[config.mk]
export PLATFORM = sky130hd
export DESIGN_NAME = per_core_round_robin_scheduler
export DESIGN_NICKNAME = d
export VERILOG_FILES = /design/src/design/rrs_pkg.sv /design/src/design/per_core_round_robin_scheduler.sv /design/src/design/rrs_ctrl.sv /design/src/design/rrs_dp.sv
export SDC_FILE = /design/constraint.sdc
export NUM_CORES = 1
export LEC_CHECK = 0
export BUFFER_PORTS_ARGS = -buffer_cell sky130_fd_sc_hd__buf_2
export CAP_MARGIN = 20
export CORE_MARGIN = 2
export CORE_UTILIZATION = 35
export DETAILED_ROUTE_END_ITERATION = 6
export HOLD_SLACK_MARGIN = 0.15
export REMOVE_ABC_BUFFERS = 1
export SYNTH_ARGS = -nofsm -noshare
export SYNTH_HDL_FRONTEND = slang
export SYNTH_SLANG_ARGS = --single-unit
[constraint.sdc]
create_clock -name clk_i -period 5.12 [get_ports clk_i]
set_clock_uncertainty 0.2 [all_clocks]
set_input_delay 0.256 -clock clk_i [delete_from_list [all_inputs] [get_ports clk_i]]
set_output_delay 0.256 -clock clk_i [all_outputs]
set_load 0.01 [all_outputs]
[src/design/rrs_pkg.sv]
// Shared types and constants for the per-core round-robin scheduler.
package rrs_pkg;

  localparam int unsigned MaxCores     = 4;
  localparam int unsigned QueueDepth   = 16;
  localparam int unsigned BlockedDepth = 16;
  localparam int unsigned CoreW  = 2;
  localparam int unsigned PosW   = 4;
  localparam int unsigned CountW = 5;
  localparam int unsigned SlotW  = 4;
  localparam int unsigned AddrW  = CoreW + PosW;

  localparam logic [2:0] KIND_LOAD    = 3'd0;
  localparam logic [2:0] KIND_UNBLOCK = 3'd1;
  localparam logic [2:0] KIND_TICK    = 3'd2;
  localparam logic [2:0] KIND_BLOCK   = 3'd3;
  localparam logic [2:0] KIND_EXIT    = 3'd4;

  localparam logic [1:0] ERR_OK       = 2'd0;
  localparam logic [1:0] ERR_FULL     = 2'd1;
  localparam logic [1:0] ERR_NOTFOUND = 2'd2;

  localparam logic [2:0] REG_CORES = 3'd0;
  localparam logic [2:0] REG_QUANT0 = 3'd1;
  localparam logic [2:0] REG_QUANT3 = 3'd4;

  typedef enum logic [2:0] {
    ST_IDLE,
    ST_SCAN,
    ST_READ,
    ST_APPLY,
    ST_DONE
  } state_e;

  typedef struct packed {
    logic accept;
    logic scan;
    logic read;
    logic apply;
    logic emit;
  } cmd_t;

  typedef struct packed {
    logic scan_last;
  } status_t;

endpackage

[src/design/per_core_round_robin_scheduler.sv]
// Each event passes through scan, queue read, update and deliver; tick and exit scan once, load scans
// one step per core in use, unblock and block walk the blocked table slot by slot, then the output waits.
// Throughput: one event at a time; the blocked-table walk sets the worst case.
// The ready-queue memory is read once per event, in its own read state.
// Reset (rst_ni low, async): cores idle, queues and blocked table empty, defaults loaded.
module per_core_round_robin_scheduler (
  input  logic       clk_i,
  input  logic       rst_ni,
  input  logic       cfg_we_i,
  input  logic [2:0] cfg_idx_i,
  input  logic [7:0] cfg_wdata_i,
  input  logic       in_valid_i,
  output logic       in_ready_o,
  input  logic [2:0] kind_i,
  input  logic [7:0] task_id_i,
  input  logic [1:0] core_i,
  output logic       out_valid_o,
  input  logic       out_ready_i,
  output logic [7:0] next_task_o,
  output logic       next_idle_o,
  output logic [1:0] core_used_o,
  output logic [1:0] error_o
);

  rrs_pkg::cmd_t    cmd;
  rrs_pkg::status_t status;

  rrs_ctrl u_ctrl (
    .clk_i       (clk_i),
    .rst_ni      (rst_ni),
    .in_valid_i  (in_valid_i),
    .in_ready_o  (in_ready_o),
    .out_ready_i (out_ready_i),
    .out_valid_o (out_valid_o),
    .status_i    (status),
    .cmd_o       (cmd)
  );

  rrs_dp u_dp (
    .clk_i       (clk_i),
    .rst_ni      (rst_ni),
    .cfg_we_i    (cfg_we_i),
    .cfg_idx_i   (cfg_idx_i),
    .cfg_wdata_i (cfg_wdata_i),
    .kind_i      (kind_i),
    .task_id_i   (task_id_i),
    .core_i      (core_i),
    .next_task_o (next_task_o),
    .next_idle_o (next_idle_o),
    .core_used_o (core_used_o),
    .error_o     (error_o),
    .cmd_i       (cmd),
    .status_o    (status)
  );

endmodule

[src/design/rrs_ctrl.sv]
// Sequencer for the scheduler: accept, scan, queue read, update, deliver.
module rrs_ctrl (
  input  logic            clk_i,
  input  logic            rst_ni,
  input  logic            in_valid_i,
  output logic            in_ready_o,
  input  logic            out_ready_i,
  output logic            out_valid_o,
  input  rrs_pkg::status_t status_i,
  output rrs_pkg::cmd_t    cmd_o
);

  rrs_pkg::state_e state_q, state_d;
  logic out_valid_q, out_valid_d;
  logic emit;

  assign emit = (state_q == rrs_pkg::ST_DONE) && (!out_valid_q || out_ready_i);

  always_comb begin
    state_d = state_q;
    unique case (state_q)
      rrs_pkg::ST_IDLE:  if (in_valid_i) state_d = rrs_pkg::ST_SCAN;
      rrs_pkg::ST_SCAN:  if (status_i.scan_last) state_d = rrs_pkg::ST_READ;
      rrs_pkg::ST_READ:  state_d = rrs_pkg::ST_APPLY;
      rrs_pkg::ST_APPLY: state_d = rrs_pkg::ST_DONE;
      rrs_pkg::ST_DONE:  if (emit) state_d = rrs_pkg::ST_IDLE;
      default:           state_d = rrs_pkg::ST_IDLE;
    endcase
  end

  always_comb begin
    cmd_o.accept = (state_q == rrs_pkg::ST_IDLE) && in_valid_i;
    cmd_o.scan   = (state_q == rrs_pkg::ST_SCAN);
    cmd_o.read   = (state_q == rrs_pkg::ST_READ);
    cmd_o.apply  = (state_q == rrs_pkg::ST_APPLY);
    cmd_o.emit   = emit;
    in_ready_o   = (state_q == rrs_pkg::ST_IDLE);
    out_valid_o  = out_valid_q;
  end

  // Hold the result beat until taken; a new one may load as the old one leaves.
  assign out_valid_d = emit ? 1'b1 : (out_ready_i ? 1'b0 : out_valid_q);

  always_ff @(posedge clk_i or negedge rst_ni) begin
    if (!rst_ni) begin
      state_q     <= rrs_pkg::ST_IDLE;
      out_valid_q <= 1'b0;
    end else begin
      state_q     <= state_d;
      out_valid_q <= out_valid_d;
    end
  end

endmodule

[src/design/rrs_dp.sv]
// Scheduler datapath: per-core state, ready queue memory, blocked table.
module rrs_dp (
  input  logic                       clk_i,
  input  logic                       rst_ni,
  input  logic                       cfg_we_i,
  input  logic [2:0]                 cfg_idx_i,
  input  logic [7:0]                 cfg_wdata_i,
  input  logic [2:0]                 kind_i,
  input  logic [7:0]                 task_id_i,
  input  logic [rrs_pkg::CoreW-1:0]  core_i,
  output logic [7:0]                 next_task_o,
  output logic                       next_idle_o,
  output logic [rrs_pkg::CoreW-1:0]  core_used_o,
  output logic [1:0]                 error_o,
  input  rrs_pkg::cmd_t              cmd_i,
  output rrs_pkg::status_t           status_o
);

  localparam int unsigned NC = rrs_pkg::MaxCores;
  localparam int unsigned NB = rrs_pkg::BlockedDepth;

  // event latch
  logic [2:0] kind_q;
  logic [7:0] task_q;
  logic [rrs_pkg::CoreW-1:0] core_q;

  // configuration
  logic [2:0] cores_q;
  logic [7:0] quant_q [NC];

  // scan
  logic [rrs_pkg::SlotW-1:0] idx_q, idx_d;
  logic [rrs_pkg::CoreW-1:0] best_q, best_d;
  logic found_q, found_d;
  logic [rrs_pkg::SlotW-1:0] slot_q, slot_d;

  // per-core state
  logic [rrs_pkg::PosW-1:0]   head_q [NC], head_d [NC];
  logic [rrs_pkg::CountW-1:0] cnt_q  [NC], cnt_d  [NC];
  logic [7:0] owned_q [NC], owned_d [NC];
  logic [7:0] qleft_q [NC], qleft_d [NC];
  logic [7:0] run_q   [NC], run_d   [NC];
  logic [NC-1:0] idle_q, idle_d;

  // blocked table
  logic [NB-1:0] bv_q, bv_d;
  logic [7:0] bt_q [NB], bt_d [NB];
  logic [rrs_pkg::CoreW-1:0] bc_q [NB], bc_d [NB];

  // result
  logic [1:0] err_q, err_d;
  logic [rrs_pkg::CoreW-1:0] rep_q, rep_d;
  logic [7:0] out_task_q;
  logic out_idle_q;
  logic [rrs_pkg::CoreW-1:0] out_core_q;
  logic [1:0] out_err_q;

  // ready queue memory
  logic [7:0] mem [rrs_pkg::MaxCores * rrs_pkg::QueueDepth];
  logic [7:0] rdata_q;
  logic mem_we;
  logic [rrs_pkg::AddrW-1:0] waddr;
  logic [7:0] wdata;

  logic [2:0] n_m1;
  logic hit;
  logic [rrs_pkg::CoreW-1:0] tgt;
  logic do_dispatch;

  // Clamp the core count to 1..MaxCores, minus one.
  always_comb begin
    if (cores_q == 3'd0) n_m1 = 3'd0;
    else if (cores_q > 3'(NC)) n_m1 = 3'(NC - 1);
    else n_m1 = cores_q - 3'd1;
  end

  always_comb begin
    hit = 1'b0;
    status_o.scan_last = 1'b1;
    if (kind_q == rrs_pkg::KIND_LOAD) begin
      status_o.scan_last = (idx_q == {1'b0, n_m1});
    end else if (kind_q == rrs_pkg::KIND_UNBLOCK) begin
      hit = bv_q[idx_q] && (bt_q[idx_q] == task_q);
      status_o.scan_last = hit || (idx_q == rrs_pkg::SlotW'(NB - 1));
    end else if (kind_q == rrs_pkg::KIND_BLOCK) begin
      hit = !bv_q[idx_q];
      status_o.scan_last = hit || (idx_q == rrs_pkg::SlotW'(NB - 1));
    end
  end

  always_comb begin
    idx_d = idx_q;
    best_d = best_q;
    found_d = found_q;
    slot_d = slot_q;
    if (cmd_i.accept) begin
      idx_d = '0;
      best_d = '0;
      found_d = 1'b0;
      slot_d = '0;
    end else if (cmd_i.scan) begin
      if (kind_q == rrs_pkg::KIND_LOAD) begin
        if (owned_q[idx_q[rrs_pkg::CoreW-1:0]] < owned_q[best_q]) begin
          best_d = idx_q[rrs_pkg::CoreW-1:0];
        end
      end
      if (hit) begin
        found_d = 1'b1;
        slot_d = idx_q;
      end
      idx_d = idx_q + 1'b1;
    end
  end

  always_comb begin
    head_d = head_q;
    cnt_d = cnt_q;
    owned_d = owned_q;
    qleft_d = qleft_q;
    run_d = run_q;
    idle_d = idle_q;
    bv_d = bv_q;
    bt_d = bt_q;
    bc_d = bc_q;
    err_d = err_q;
    rep_d = rep_q;
    mem_we = 1'b0;
    waddr = '0;
    wdata = task_q;
    tgt = core_q;
    do_dispatch = 1'b0;
    if (cmd_i.apply) begin
      err_d = rrs_pkg::ERR_OK;
      rep_d = core_q;
      unique case (kind_q)
        rrs_pkg::KIND_LOAD: begin
          tgt = best_q;
          rep_d = tgt;
          if (cnt_q[tgt] < rrs_pkg::CountW'(rrs_pkg::QueueDepth)) begin
            mem_we = 1'b1;
            waddr = {tgt, head_q[tgt] + cnt_q[tgt][rrs_pkg::PosW-1:0]};
            cnt_d[tgt] = cnt_q[tgt] + 1'b1;
            if (owned_q[tgt] != 8'hFF) owned_d[tgt] = owned_q[tgt] + 8'd1;
          end else begin
            err_d = rrs_pkg::ERR_FULL;
          end
        end
        rrs_pkg::KIND_UNBLOCK: begin
          if (!found_q) begin
            err_d = rrs_pkg::ERR_NOTFOUND;
          end else begin
            tgt = bc_q[slot_q];
            rep_d = tgt;
            if (cnt_q[tgt] < rrs_pkg::CountW'(rrs_pkg::QueueDepth)) begin
              mem_we = 1'b1;
              waddr = {tgt, head_q[tgt] + cnt_q[tgt][rrs_pkg::PosW-1:0]};
              cnt_d[tgt] = cnt_q[tgt] + 1'b1;
              bv_d[slot_q] = 1'b0;
            end else begin
              err_d = rrs_pkg::ERR_FULL;
            end
          end
        end
        rrs_pkg::KIND_TICK: begin
          if (idle_q[core_q]) begin
            do_dispatch = 1'b1;
          end else if (qleft_q[core_q] <= 8'd1) begin
            // Rotate: pop the front, push the current task behind the rest.
            if (cnt_q[core_q] != '0) begin
              run_d[core_q] = rdata_q;
              mem_we = 1'b1;
              wdata = run_q[core_q];
              waddr = {core_q, head_q[core_q] + cnt_q[core_q][rrs_pkg::PosW-1:0]};
              head_d[core_q] = head_q[core_q] + 1'b1;
            end
            qleft_d[core_q] = quant_q[core_q];
          end else begin
            qleft_d[core_q] = qleft_q[core_q] - 8'd1;
          end
        end
        rrs_pkg::KIND_BLOCK: begin
          if (!idle_q[core_q]) begin
            if (found_q) begin
              bv_d[slot_q] = 1'b1;
              bt_d[slot_q] = run_q[core_q];
              bc_d[slot_q] = core_q;
            end else begin
              err_d = rrs_pkg::ERR_FULL;
            end
          end
          do_dispatch = 1'b1;
        end
        rrs_pkg::KIND_EXIT: begin
          if (owned_q[core_q] != 8'd0) owned_d[core_q] = owned_q[core_q] - 8'd1;
          do_dispatch = 1'b1;
        end
        default: begin
        end
      endcase
      if (do_dispatch) begin
        if (cnt_q[core_q] != '0) begin
          run_d[core_q] = rdata_q;
          idle_d[core_q] = 1'b0;
          head_d[core_q] = head_q[core_q] + 1'b1;
          cnt_d[core_q] = cnt_q[core_q] - 1'b1;
          qleft_d[core_q] = quant_q[core_q];
        end else begin
          idle_d[core_q] = 1'b1;
        end
      end
    end
  end

  always_ff @(posedge clk_i) begin
    if (mem_we) mem[waddr] <= wdata;
  end

  always_ff @(posedge clk_i) begin
    if (cmd_i.read) rdata_q <= mem[{core_q, head_q[core_q]}];
  end

  // Payload registers without reset.
  always_ff @(posedge clk_i) begin
    if (cmd_i.accept) begin
      kind_q <= kind_i;
      task_q <= task_id_i;
      core_q <= core_i;
    end
    idx_q <= idx_d;
    best_q <= best_d;
    found_q <= found_d;
    slot_q <= slot_d;
    run_q <= run_d;
    bt_q <= bt_d;
    bc_q <= bc_d;
    err_q <= err_d;
    rep_q <= rep_d;
    if (cmd_i.emit) begin
      out_task_q <= idle_q[rep_q] ? 8'd0 : run_q[rep_q];
      out_idle_q <= idle_q[rep_q];
      out_core_q <= rep_q;
      out_err_q  <= err_q;
    end
  end

  always_ff @(posedge clk_i or negedge rst_ni) begin
    if (!rst_ni) begin
      cores_q <= 3'(NC);
      for (int i = 0; i < NC; i++) begin
        quant_q[i] <= 8'd10;
        head_q[i]  <= '0;
        cnt_q[i]   <= '0;
        owned_q[i] <= '0;
        qleft_q[i] <= '0;
      end
      idle_q <= '1;
      bv_q   <= '0;
    end else begin
      if (cfg_we_i) begin
        if (cfg_idx_i == rrs_pkg::REG_CORES) begin
          cores_q <= cfg_wdata_i[2:0];
        end else if (cfg_idx_i >= rrs_pkg::REG_QUANT0 && cfg_idx_i <= rrs_pkg::REG_QUANT3) begin
          quant_q[2'(cfg_idx_i - rrs_pkg::REG_QUANT0)] <= cfg_wdata_i;
        end
      end
      head_q  <= head_d;
      cnt_q   <= cnt_d;
      owned_q <= owned_d;
      qleft_q <= qleft_d;
      idle_q  <= idle_d;
      bv_q    <= bv_d;
    end
  end

  assign next_task_o = out_task_q;
  assign next_idle_o = out_idle_q;
  assign core_used_o = out_core_q;
  assign error_o     = out_err_q;

endmodule

==> metrics.csv <==
stage;metric;value;unit
status;status;finished clean;
pwr;VDD IR max;0.000297;V
hold_path;Min-Delay Path Class;input pin to flip-flop;
pwr;LEAKAGE;0.0160;µW
timing;Setup Viol. Count Final;0;
drt;routed len/inst;25.4;µm
timing;part of the cycle the worst path needs;95.3;%
floorplan;Initial Utilization;35.3;%
pwr;cell internal pwr;16500;µW
timing;final-report max-slew violation count;0;
grt;grt total ovfl;0;
critical_path;R2R depth;17;
synthesis;Syn Inst Count;2505;
clock_network;clk root buf;clkbuf_16;
synthesis;Post-Synth Simple-Gate Area;5.83;%
timing;Hold Vio Cnt, Final;0;
critical_path;Startpoint Class;flip-flop;
floorplan;Die X;347;µm
grt;vias in the first global route;25300;
synthesis;Post-Synth XOR/XNOR Area;0.937;%
timing;Tmin final;4.88;ns
place;GPL Wtd Cong;0.906;
synthesis;Post-synth EDFFs;742;
synthesis;Cell variety after synth;92;
critical_path;reg2reg setup slack;0.24;ns
synthesis;top_reg_cell synth;edfxtp_1;
drt;Residual DRC;0;
drt;drt total wl;110000;µm
critical_path;Crit. Startpoint;u_dp.slot_q[1]$_SDFFE_PP0P_;
floorplan;IO Count;44;
critical_path;CP Capture Type;flip-flop;
drt;Routed Antenna Nets;0;
grt;largest net degree at the start of global routing;99;
pwr;Comb power frac;30.9;%
final_layout;Area Growth Syn to Fin;16.6;%
pwr;PwrDens;508;mW/mm²
critical_path;RR Endpoint;u_dp.mem[6][5]$_DFFE_PP_;
clock_network;Clk Latency, worst-skew pair;0.68;ns
final_layout;share of cells above drive strength 1;29.3;%
clock_network;H-tree depth;3;
pwr;Clock power frac;29.2;%
clock_network;Num CTS Buffers;97;
clock_network;CTS Sinks;912;
synthesis;Yosys Warn Count;0;
critical_path;r2r startpoint;u_dp.slot_q[1]$_SDFFE_PP0P_;
floorplan;die area;0.120;mm²
clock_network;CTS tree;done;
synthesis;commonest cells in the netlist;edfxtp_1, mux4_2, nor2_1;
timing;PnR worst setup slack;0.243;ns
final_layout;fin area;0.0479;mm²
timing;WHS;0.193;ns
synthesis;sequential fraction of the synthesis area;64.5;%
synthesis;mux share of post-synthesis cell area;19.4;%
floorplan;die height;347;µm
synthesis;count leader, synth;edfxtp_1;
drt;First-pass DRT Iterations;6;
final_layout;NumNets Final;2792;
final_layout;fill count;10400;
synthesis;compound-cell area share of the yosys netlist;6.42;%
critical_path;CP Capture Point;u_dp.mem[6][5]$_DFFE_PP_;
clock_network;clock slew at reported path FFs;0.06;ns
grt;first-pass GRT wire length;166000;µm
synthesis;Post-Synth Adder-Cell Area;0.992;%
pwr;Net Switching;7870;µW
place;Post-DP HPWL;71300;µm
synthesis;Yosys top cell area share;54.2;%
drt;Iteration-0 DRC Markers;2659;
place;area post-placement;0.0441;mm²
synthesis;largest family of logic cells by synthesized area;multiplexers;
synthesis;area leader, netlist;edfxtp_1;
timing;worst slew pin tran;1.11;ns
synthesis;Post-synth ARST share;17.4;%
place;Post-Place Setup Slack;-0.0804;ns
critical_path;Arrival @ worst endpoint;5.06;ns
drt;via density per instance;5.65;
drt;via count;24500;
floorplan;number of core rows;125;
timing;RSZ-0062 raised after global routing;false;
timing;normalized max-slew margin;26.2;%
grt;initial antenna violation count;2;
flow_run;MaxCap Viol Count;0;
critical_path;CP Class;flip-flop to flip-flop;
pwr;Flop pwr share;39.9;%
pwr;Sw Share;32.3;%
critical_path;Req. time, crit path;5.30;ns
grt;total track usage;18.2;%
final_layout;Antenna diodes;0;
place;Port Buffers;43;
clock_network;CTS Buffer Depth;3;
synthesis;Synth Cell Area;0.0411;mm²
timing;highest clock rate;205;MHz
synthesis;syn_area_per_cell;16.4;µm²
floorplan;Core Area;0.116;mm²
synthesis;Yosys reg bits;912;
critical_path;crit path max fanout;8;
synthesis;Area contributors post-synth;edfxtp_1, mux4_2, dfrtp_1;
==> kinds of logic (layout without fill, tap and decap cells) <==
family,after synthesis,after routing
buf+inv,191,503
mux,427,427
xor+xnor,44,44
fa+ha+maj,32,32
flops,912,912
simple gates,497,497
compound gates,402,402
==> flip-flops by register name (all words and copies together), names as in the netlist, 8 cells and up, named ones only <==
name              flops
u_dp.next_task_o      8
u_dp.bc_q            32
u_dp.quant_q         32
u_dp.owned_q         32
u_dp.cnt_q           20
u_dp.head_q          16
u_dp.run_q           32
u_dp.rdata_q          8
u_dp.qleft_q         32
u_dp.mem            512
u_dp.task_q           8
u_dp.bt_q           128
==> worst max-delay path: stages, from the launching register on <==
cell and delay, ns:
dfxtp_1 0.36, mux4_1 0.55, a2bb2oi_1 0.17, and3_1 0.24
nor2_4 0.15, mux2_2 0.40, inv_1 0.13, ha_2 0.27
maj3_1 0.19, a21oi_1 0.04, or4bb_1 0.50, o311a_1 0.16
xnor2_1 0.28, buf_4 0.21, o21ai_0 0.18, buf_4 0.23
a21oi_1 0.14, buf_4 0.19
==> metrics by stage <==
step	power, µW	TNS [ns]	util (%)	std cells
after floorplan	14700	-1922.78	-	2355
after global placement	17100	-1.83	37.9	4105
after detailed placement	17300	-3.03	37.9	4106
after CTS	24500	0	41.2	4338
after global routing	25400	0	41.2	4341
final	24300	0	41.2	4341
==> routing by layer <==
metal  wire [µm]  vias up  track usage, %
li1            -    10600               -
met1       45900    12700            24.4
met2       54400     1011            30.6
met3        7200      192            2.72
met4        2860        0            5.24
met5           0        -               0
==> cells in the final DEF, fill, tap and decap left out, types with 43 or more instances in the layout <==
master	n
dlygate4sd3_1	48
buf_2	43
clkbuf_16	103
a21oi_1	85
buf_4	177
o22ai_1	54
mux2_2	106
nor2_1	152
o21ai_0	89
nor3_1	67
edfxtp_1	742
nand2_1	131
mux4_2	281
dfrtp_1	146
==> worst min-delay path by stage <==
stage                   start                             to  slack (ns)  cells after the start
2_1_floorplan          rst_ni     asynchronous set/reset pin       -0.24                      0
3_3_place_gp           rst_ni   u_dp.owned_q[26]$_DFFE_PN0P_         0.1                      1
3_5_place_dp           rst_ni   u_dp.owned_q[27]$_DFFE_PN0P_        0.12                      1
4_1_cts        cfg_wdata_i[3]   u_dp.quant_q[11]$_DFFE_PN1P_        0.16                      3
5_1_grt        cfg_wdata_i[3]   u_dp.quant_q[11]$_DFFE_PN1P_        0.18                      3
6_report           in_valid_i  u_ctrl.state_q[0]$_DFFE_PN0P_        0.19                      4
==> power groups by stage <==
stage	clock (µW)	combinational, µW	sequential (µW)
6_report	7110	7520	9700
5_1_grt	7560	8060	9760
4_1_cts	7270	7510	9680
3_5_place_dp	0	7440	9830
3_3_place_gp	0	7300	9790
2_1_floorplan	0	5030	9700
==> area by class of cell <==
class / instances / area [µm²] / area share, %
clock inverter: 44 / 468 / 0.976
inverter: 41 / 154 / 0.321
multi-input combinational: 1402 / 13800 / 28.9
sequential: 912 / 26500 / 55.3
timing repair buffer: 280 / 2240 / 4.67
tap: 1524 / 1910 / 3.98
clock buffer: 138 / 2820 / 5.88
==> timing repair <==
item,CTS,global route
hold buffers,49,0
setup endpoints to repair,72,504
pin swaps,1,0
buffers inserted,1,0
gates resized for setup,1,5
endpoints found under the hold margin,225,0
Power figures use the tool's default switching activity.
